<file path="config.mk">
export PLATFORM = sky130hd
export DESIGN_NAME = dda_line_rasterizer
export DESIGN_NICKNAME = d
export VERILOG_FILES = /design/src/design/dda_pkg.sv /design/src/design/dda_div.sv /design/src/design/dda_line_rasterizer.sv
export SDC_FILE = /design/constraint.sdc
export NUM_CORES = 1
export LEC_CHECK = 0
export BUFFER_PORTS_ARGS = -buffer_cell sky130_fd_sc_hd__buf_2
export CAP_MARGIN = 40
export CELL_PAD_IN_SITES_DETAIL_PLACEMENT = 0
export CELL_PAD_IN_SITES_GLOBAL_PLACEMENT = 1
export CORE_ASPECT_RATIO = 1.75
export CORE_UTILIZATION = 45
export CTS_CLUSTER_SIZE = 10
export DETAILED_ROUTE_END_ITERATION = 10
export MAX_ROUTING_LAYER = met4
export PLACE_DENSITY = 0.82
export SYNTH_ARGS = -nofsm -noshare
export SYNTH_HDL_FRONTEND = slang
export SYNTH_HIERARCHICAL = 1
export SYNTH_SLANG_ARGS = --single-unit
export TNS_END_PERCENT = 1
</file>
<file path="constraint.sdc">
create_clock -name clk -period 13.1 [get_ports clk]
set_input_delay 1.965 -clock clk [delete_from_list [all_inputs] [get_ports clk]]
set_output_delay 1.965 -clock clk [all_outputs]
set_load 0.005 [all_outputs]
</file>
<file path="src/design/dda_pkg.sv">
// Shared types and constants of the DDA line rasterizer.
package dda_pkg;

    localparam int COORD_BITS = 12;
    localparam int FRAC_BITS  = 16;

    localparam logic MODE_START = 1'b0;
    localparam logic MODE_NEXT  = 1'b1;

    typedef logic [COORD_BITS-1:0] coord_t;

    typedef struct packed {
        logic   mode;
        coord_t x_start;
        coord_t y_start;
        coord_t x_end;
        coord_t y_end;
    } item_t;

    typedef struct packed {
        coord_t pixel_x;
        coord_t pixel_y;
        logic   last_pixel;
    } pixel_t;

endpackage

</file>
<file path="src/design/dda_div.sv">
// Serial restoring divider that gives round(num * 2^FRAC_BITS / den), one quotient bit a cycle.
module dda_div #(
    parameter int FRAC_BITS = dda_pkg::FRAC_BITS
) (
    input  logic                          clk,
    input  logic                          rst_n,
    input  logic                          start,
    input  dda_pkg::coord_t               num,
    input  dda_pkg::coord_t               den,
    output logic                          done,
    output logic [FRAC_BITS:0]            quo
);

    localparam int C  = dda_pkg::COORD_BITS;
    localparam int QW = FRAC_BITS + 1;
    localparam int CW = $clog2(QW);

    localparam logic [1:0] D_IDLE  = 2'd0;
    localparam logic [1:0] D_RUN   = 2'd1;
    localparam logic [1:0] D_ROUND = 2'd2;

    logic [1:0]    state_reg, state_next;
    logic [CW-1:0] cnt_reg, cnt_next;
    logic          done_reg, done_next;

    logic [C-1:0]  rem_reg, rem_next;
    logic [QW-1:0] bits_reg, bits_next;
    logic [C-1:0]  den_reg, den_next;
    logic [QW-1:0] q_reg, q_next;

    logic [C:0]    trial;
    logic [C:0]    diff;
    logic          ge;
    logic          round_up;

    assign trial    = {rem_reg, bits_reg[QW-1]};
    assign diff     = trial - {1'b0, den_reg};
    assign ge       = trial >= {1'b0, den_reg};
    assign round_up = {rem_reg, 1'b0} >= {1'b0, den_reg};

    always_comb
    begin
        state_next = state_reg;
        cnt_next   = cnt_reg;
        done_next  = 1'b0;
        rem_next   = rem_reg;
        bits_next  = bits_reg;
        den_next   = den_reg;
        q_next     = q_reg;
        unique case (state_reg)
            D_IDLE:
            begin
                if (start)
                begin
                    rem_next   = {1'b0, num[C-1:1]};
                    bits_next  = {num[0], {FRAC_BITS{1'b0}}};
                    den_next   = den;
                    q_next     = '0;
                    cnt_next   = CW'(QW - 1);
                    state_next = D_RUN;
                end
            end
            D_RUN:
            begin
                rem_next  = ge ? diff[C-1:0] : trial[C-1:0];
                bits_next = {bits_reg[QW-2:0], 1'b0};
                q_next    = {q_reg[QW-2:0], ge};
                if (cnt_reg == '0)
                begin
                    state_next = D_ROUND;
                end
                else
                begin
                    cnt_next = cnt_reg - 1'b1;
                end
            end
            D_ROUND:
            begin
                q_next     = q_reg + QW'(round_up);
                done_next  = 1'b1;
                state_next = D_IDLE;
            end
            default:
            begin
                state_next = D_IDLE;
            end
        endcase
    end

    always_ff @(posedge clk or negedge rst_n)
    begin
        if (!rst_n)
        begin
            state_reg <= D_IDLE;
            cnt_reg   <= '0;
            done_reg  <= 1'b0;
        end
        else
        begin
            state_reg <= state_next;
            cnt_reg   <= cnt_next;
            done_reg  <= done_next;
        end
    end

    always_ff @(posedge clk)
    begin
        rem_reg  <= rem_next;
        bits_reg <= bits_next;
        den_reg  <= den_next;
        q_reg    <= q_next;
    end

    assign done = done_reg;
    assign quo  = q_reg;

endmodule

</file>
<file path="src/design/dda_line_rasterizer.sv">
// Top level of the DDA line rasterizer: line setup sequencer, position stepping and output register.
//
// A start transaction sets up a new line and yields its first pixel; the serial divider computes
// the x and then the y increment one quotient bit per cycle. A start with equal endpoints skips
// the divider. A next transaction steps the position and then rounds it into the output register.
// A next transaction with no line in progress yields no pixel. The input stalls while an item is
// in work; a finished pixel waits in the output register while the next item is accepted.
module dda_line_rasterizer #(
    parameter int FRAC_BITS = dda_pkg::FRAC_BITS
) (
    input  logic            clk,
    input  logic            rst_n,
    input  logic            item_valid,
    output logic            item_stall,
    input  dda_pkg::item_t  item,
    output logic            pixel_valid,
    input  logic            pixel_stall,
    output dda_pkg::pixel_t pixel
);

    localparam int C  = dda_pkg::COORD_BITS;
    localparam int PW = C + FRAC_BITS + 1;
    localparam int QW = FRAC_BITS + 1;
    localparam int IW = FRAC_BITS + 2;
    localparam logic [PW-1:0] HALF = PW'(1) << (FRAC_BITS - 1);

    localparam logic [2:0] S_IDLE  = 3'd0;
    localparam logic [2:0] S_SETUP = 3'd1;
    localparam logic [2:0] S_STEPS = 3'd2;
    localparam logic [2:0] S_DIVX  = 3'd3;
    localparam logic [2:0] S_DIVY  = 3'd4;
    localparam logic [2:0] S_EMIT  = 3'd5;

    logic [2:0]        state_reg, state_next;
    logic              active_reg, active_next;
    logic              out_valid_reg, out_valid_next;

    dda_pkg::coord_t   x0_reg, x0_next, y0_reg, y0_next;
    dda_pkg::coord_t   x1_reg, x1_next, y1_reg, y1_next;
    logic [C-1:0]      ax_reg, ax_next, ay_reg, ay_next;
    logic              sx_reg, sx_next, sy_reg, sy_next;
    logic [C-1:0]      steps_reg, steps_next;
    logic [PW-1:0]     xpos_reg, xpos_next, ypos_reg, ypos_next;
    logic [IW-1:0]     xinc_reg, xinc_next, yinc_reg, yinc_next;
    logic              last_reg, last_next;
    dda_pkg::pixel_t   out_reg, out_next;

    logic              accept;
    logic              out_free;
    logic [C:0]        dx, dy;
    logic [C:0]        dx_neg, dy_neg;
    logic [C-1:0]      steps_comb;
    logic [PW-1:0]     xr, yr;
    logic [IW-1:0]     q_ext;

    logic              div_start;
    dda_pkg::coord_t   div_num, div_den;
    logic              div_done;
    logic [QW-1:0]     div_q;

    dda_div #(
        .FRAC_BITS(FRAC_BITS)
    ) u_div (
        .clk  (clk),
        .rst_n(rst_n),
        .start(div_start),
        .num  (div_num),
        .den  (div_den),
        .done (div_done),
        .quo  (div_q)
    );

    assign item_stall = (state_reg != S_IDLE);
    assign accept     = item_valid && !item_stall;
    assign out_free   = !out_valid_reg || !pixel_stall;

    assign dx     = {1'b0, x1_reg} - {1'b0, x0_reg};
    assign dy     = {1'b0, y1_reg} - {1'b0, y0_reg};
    assign dx_neg = -dx;
    assign dy_neg = -dy;

    assign steps_comb = (ax_reg >= ay_reg) ? ax_reg : ay_reg;
    assign q_ext      = {1'b0, div_q};

    assign xr = xpos_reg + HALF - {{(PW-1){1'b0}}, xpos_reg[PW-1]};
    assign yr = ypos_reg + HALF - {{(PW-1){1'b0}}, ypos_reg[PW-1]};

    always_comb
    begin
        state_next     = state_reg;
        active_next    = active_reg;
        out_valid_next = out_valid_reg && pixel_stall;
        x0_next        = x0_reg;
        y0_next        = y0_reg;
        x1_next        = x1_reg;
        y1_next        = y1_reg;
        ax_next        = ax_reg;
        ay_next        = ay_reg;
        sx_next        = sx_reg;
        sy_next        = sy_reg;
        steps_next     = steps_reg;
        xpos_next      = xpos_reg;
        ypos_next      = ypos_reg;
        xinc_next      = xinc_reg;
        yinc_next      = yinc_reg;
        last_next      = last_reg;
        out_next       = out_reg;
        div_start      = 1'b0;
        div_num        = ax_reg;
        div_den        = steps_comb;
        unique case (state_reg)
            S_IDLE:
            begin
                if (accept)
                begin
                    if (item.mode == dda_pkg::MODE_START)
                    begin
                        x0_next    = item.x_start;
                        y0_next    = item.y_start;
                        x1_next    = item.x_end;
                        y1_next    = item.y_end;
                        state_next = S_SETUP;
                    end
                    else if (active_reg)
                    begin
                        xpos_next  = xpos_reg + {{(PW-IW){xinc_reg[IW-1]}}, xinc_reg};
                        ypos_next  = ypos_reg + {{(PW-IW){yinc_reg[IW-1]}}, yinc_reg};
                        steps_next = steps_reg - 1'b1;
                        last_next  = (steps_reg == C'(1));
                        active_next = (steps_reg != C'(1));
                        state_next = S_EMIT;
                    end
                end
            end
            S_SETUP:
            begin
                sx_next    = dx[C];
                sy_next    = dy[C];
                ax_next    = dx[C] ? dx_neg[C-1:0] : dx[C-1:0];
                ay_next    = dy[C] ? dy_neg[C-1:0] : dy[C-1:0];
                state_next = S_STEPS;
            end
            S_STEPS:
            begin
                steps_next = steps_comb;
                xpos_next  = {1'b0, x0_reg, {FRAC_BITS{1'b0}}};
                ypos_next  = {1'b0, y0_reg, {FRAC_BITS{1'b0}}};
                if (steps_comb == '0)
                begin
                    xinc_next   = '0;
                    yinc_next   = '0;
                    last_next   = 1'b1;
                    active_next = 1'b0;
                    state_next  = S_EMIT;
                end
                else
                begin
                    div_start  = 1'b1;
                    state_next = S_DIVX;
                end
            end
            S_DIVX:
            begin
                div_num = ay_reg;
                div_den = steps_reg;
                if (div_done)
                begin
                    xinc_next  = sx_reg ? -q_ext : q_ext;
                    div_start  = 1'b1;
                    state_next = S_DIVY;
                end
            end
            S_DIVY:
            begin
                if (div_done)
                begin
                    yinc_next   = sy_reg ? -q_ext : q_ext;
                    last_next   = 1'b0;
                    active_next = 1'b1;
                    state_next  = S_EMIT;
                end
            end
            S_EMIT:
            begin
                if (out_free)
                begin
                    out_next.pixel_x    = xr[FRAC_BITS+C-1:FRAC_BITS];
                    out_next.pixel_y    = yr[FRAC_BITS+C-1:FRAC_BITS];
                    out_next.last_pixel = last_reg;
                    out_valid_next      = 1'b1;
                    state_next          = S_IDLE;
                end
            end
            default:
            begin
                state_next = S_IDLE;
            end
        endcase
    end

    always_ff @(posedge clk or negedge rst_n)
    begin
        if (!rst_n)
        begin
            state_reg     <= S_IDLE;
            active_reg    <= 1'b0;
            out_valid_reg <= 1'b0;
            steps_reg     <= '0;
            xpos_reg      <= '0;
            ypos_reg      <= '0;
            xinc_reg      <= '0;
            yinc_reg      <= '0;
        end
        else
        begin
            state_reg     <= state_next;
            active_reg    <= active_next;
            out_valid_reg <= out_valid_next;
            steps_reg     <= steps_next;
            xpos_reg      <= xpos_next;
            ypos_reg      <= ypos_next;
            xinc_reg      <= xinc_next;
            yinc_reg      <= yinc_next;
        end
    end

    always_ff @(posedge clk)
    begin
        x0_reg   <= x0_next;
        y0_reg   <= y0_next;
        x1_reg   <= x1_next;
        y1_reg   <= y1_next;
        ax_reg   <= ax_next;
        ay_reg   <= ay_next;
        sx_reg   <= sx_next;
        sy_reg   <= sy_next;
        last_reg <= last_next;
        out_reg  <= out_next;
    end

    assign pixel_valid = out_valid_reg;
    assign pixel       = out_reg;

endmodule
</file>
==> impl_metrics.py <==
metrics = {
    "pwr": {
        "p_clk_share_pct": 46.4,
        "switching_share_pct": 21.1,
        "p_comb_share_pct": 1.1,
        "power_density_nw_per_um2": 82.9,
        "seq_power_share_pct": 52.5,
        "leakage_nw": 8.64,
        "ir_drop_v": 0.0000981,
        "p_switching_mw": 0.346,
        "p_total_mw": 1.64,
        "intPower_mw": 1.30,
    },
    "clock_network": {
        "htree_num_levels": 1,
        "tritoncts": "built",
        "clock_latency_ns": 0.57,
        "cts_buffers": 30,
        "clk_pin_slew_ns": 0.06,
        "root_buffer": "clkbuf_16",
        "cts_num_sinks": 261,
        "cts_resized": 0,
        "cts_setup_buffers": 0,
        "cts_buffer_depth": 3,
        "cts-hold-fix-buffers": 0,
    },
    "outcome": {
        "status": "finished clean",
    },
    "grt": {
        "grt_max_degree": 55,
        "grt_pass1_vias": 14356,
        "gr-usage-all-layers_pct": 24.0,
        "grt_overflow": 0,
        "antenna_found_initial": 0,
        "grt_pass1_wl_um": 75300,
    },
    "yosys": {
        "synth_ff_type": "edfxtp_1",
        "ys_warn_count": 6,
        "ys_async_sr_fraction_pct": 45.6,
        "ys_seq_elements": 261,
        "post_synth_main_area_contributors": "edfxtp_1 24%, dfrtp_1 17%, ha_1 12%",
        "synth_top_cell_area_share_pct": 23.7,
        "synth_largest_area_cell": "edfxtp_1",
        "syn_area_sq_um": 18000,
        "mappedNetlistNets": 2127,
        "synthMostInstantiatedCell": "ha_1",
        "syn_area_per_cell_sq_um": 9.48,
        "yosys.cell_types.count": 83,
        "synthCells": 1901,
        "ys_seq_area_share_pct": 40.2,
        "synth_edf_count": 142,
        "synthTopCellsByCount": "168 x ha_1, 164 x nand2_1, 157 x inv_1, 142 x edfxtp_1, 140 x a21oi_1",
    },
    "placed_design": {
        "io_buffers": 79,
        "gp_congestion": 0.916,
        "hpwl_um": 36200,
        "dp_slack_ns": 9.11,
    },
    "finish": {
        "final_nets": 2199,
        "drive_above_1_share_pct": 8.42,
        "n_antenna_cell": 0,
        "syn2layout_area_growth_pct": 9.97,
        "num-fill-cells": 3603,
    },
    "die": {
        "rows": 96,
        "start_util_pct": 45.9,
        "core-area_sq_um": 39300,
        "die_h_um": 267,
        "ios": 80,
        "die-area_sq_um": 40900,
        "die_w_um": 153,
    },
    "sta": {
        "skew_ns": 0.0167,
        "rsz0062_at_grt": "false",
        "tightestPinTransition_ns": 0.879,
        "setup_viol": 0,
        "slew_violations": 0,
        "fin_ws_ns": 9.30,
        "hold_slack_ns": 0.491,
        "fin_tns_setup_ns": 0,
        "fin_crit_sh_pct": 29.0,
        "report.final.hold_viol_count": 0,
        "min_period_ns": 3.80,
        "slew_headroom_pct": 40.6,
        "max_freq_mhz": 263,
    },
    "flow_run": {
        "cap_violations": 0,
    },
    "worst_setup_path": {
        "rr_worst_depth": 15,
        "cp-start-kind": "register",
        "worst-setup-path-type": "register to register",
        "endpoint_kind": "register",
        "cp_data_arrival_time_ns": 4.23,
        "crit_fanout": 16,
        "worstPathRequired_ns": 13.53,
    },
    "routing": {
        "drc_errors": 0,
        "drt_iter0_drc": 772,
        "drt-vias-per-instance": 5.84,
        "num_vias": 14518,
        "routed_wl_um": 47900,
        "final_antenna_net_count": 0,
        "wl_per_cell_um": 19.3,
        "first_pass_iters": 5,
    },
    "min_path": {
        "hold_class": "register to register",
        "hold-path-cell-count": 0,
    },
}
==> cells by family (layout without fill, tap and decap cells) <==
group / count (synthesis) / after routing / share of synthesized area [%]
and+or+nand+nor: 522 / 522 / 13.9
AOI/OAI and AO/OA: 550 / 550 / 19.9
xor gates and xnor gates: 164 / 164 / 7.97
DFF: 261 / 261 / 40.2
buffers and inverters: 214 / 308 / 4.84
adders and majority gates: 173 / 173 / 12.2
muxes: 17 / 17 / 0.958
==> placed cells by master, fill, tap and decap left out, drive strengths merged, types with 6 or more instances in the layout <==
cell	Yosys	routed
or3	20	20
nor2	131	131
o21bai	8	8
a22oi	21	21
ha	168	168
o211ai	17	17
o21a	16	16
nand3	48	48
o22ai	22	22
o31ai	18	18
nand4	16	16
a22o	30	30
and2	7	7
a31oi	26	26
mux2i	15	15
or2	7	7
inv	157	158
and3	14	14
a211oi	15	15
a31o	6	6
clkbuf	44	52
a21oi	141	141
a21boi	7	7
a32o	6	6
xor2	57	57
edfxtp	142	142
nand2b	20	20
a21o	34	34
nor4	18	18
o21ai	135	135
nor2b	20	20
dfrtp	119	119
nor3b	7	7
nor3	32	32
xnor2	107	107
buf	13	97
nand2	165	165
==> cell type report <==
type | count | area [sq um] | area share (%)
Sequential cell | 261 | 7240 | 36.6
Clock inverter | 2 | 22.5 | 0.114
Clock buffer | 52 | 833 | 4.21
Multi-Input combinational cell | 1426 | 9940 | 50.2
Tap cell | 490 | 613 | 3.09
Timing Repair Buffer | 97 | 573 | 2.89
Inverter | 157 | 589 | 2.97
==> path summary, 6_finish.rpt <==
check	end	start	slack [ns]
setup / recovery	u_div/cnt_reg[4]$_DFFE_PN0P_	ax_reg[9]$_DFFE_PP_	9.30
max in group asynchronous	ypos_reg[13]$_DFFE_PN0P_	rst_n	10.45
hold / removal	pixel[0]$_DFFE_PP_	last_reg$_DFFE_PP_	0.49
hold reg to reg	pixel[0]$_DFFE_PP_	last_reg$_DFFE_PP_	0.49
setup reg to reg	u_div/cnt_reg[4]$_DFFE_PN0P_	ax_reg[9]$_DFFE_PP_	9.30
min in group asynchronous	xpos_reg[21]$_DFFE_PN0P_	rst_n	1.47
==> power by group through the flow <==
stage / clock [mW] / combinational, mW / sequential (mW)
after detailed placement: 0 / 0.0179 / 0.879
after global routing: 0.809 / 0.0196 / 0.862
final: 0.763 / 0.0173 / 0.862
after global placement: 0 / 0.0169 / 0.879
after CTS: 0.780 / 0.0180 / 0.862
after floorplan: 0 / 0.000358 / 0.879
==> per-stage QoR <==
step | cells | cell area [sq um] | utilization, %
floorplan | 1901 | 18000 | -
global placement | 2426 | 18900 | 48.1
detailed placement | 2431 | 19000 | 48.3
CTS | 2485 | 19800 | 50.4
global route | 2485 | 19800 | 50.4
finish | 2485 | 19800 | 50.4
==> worst max-delay path: stages (launching register included) <==
cell,delay (ns)
edfxtp_1,0.43
ha_1,0.34
a21o_1,0.18
a21oi_1,0.20
nor4bb_1,0.29
o21ai_0,0.12
o211ai_1,0.17
mux2i_1,0.56
o21ai_0,0.29
nand2_1,0.25
o21ai_1,0.09
buf_4,0.21
and2_1,0.19
nand3_1,0.10
xor2_1,0.14
o21ai_0,0.09
==> layer usage <==
layer | wire length (um) | vias to the layer above | global-route usage (%)
li1 | - | 7063 | -
met1 | 19000 | 7048 | 26.2
met2 | 25100 | 304 | 43.5
met3 | 1400 | 103 | 1.67
met4 | 2490 | 0 | 12.9
met5 | 0 | - | -
Note: power is estimated with default switching activity, not from simulation.
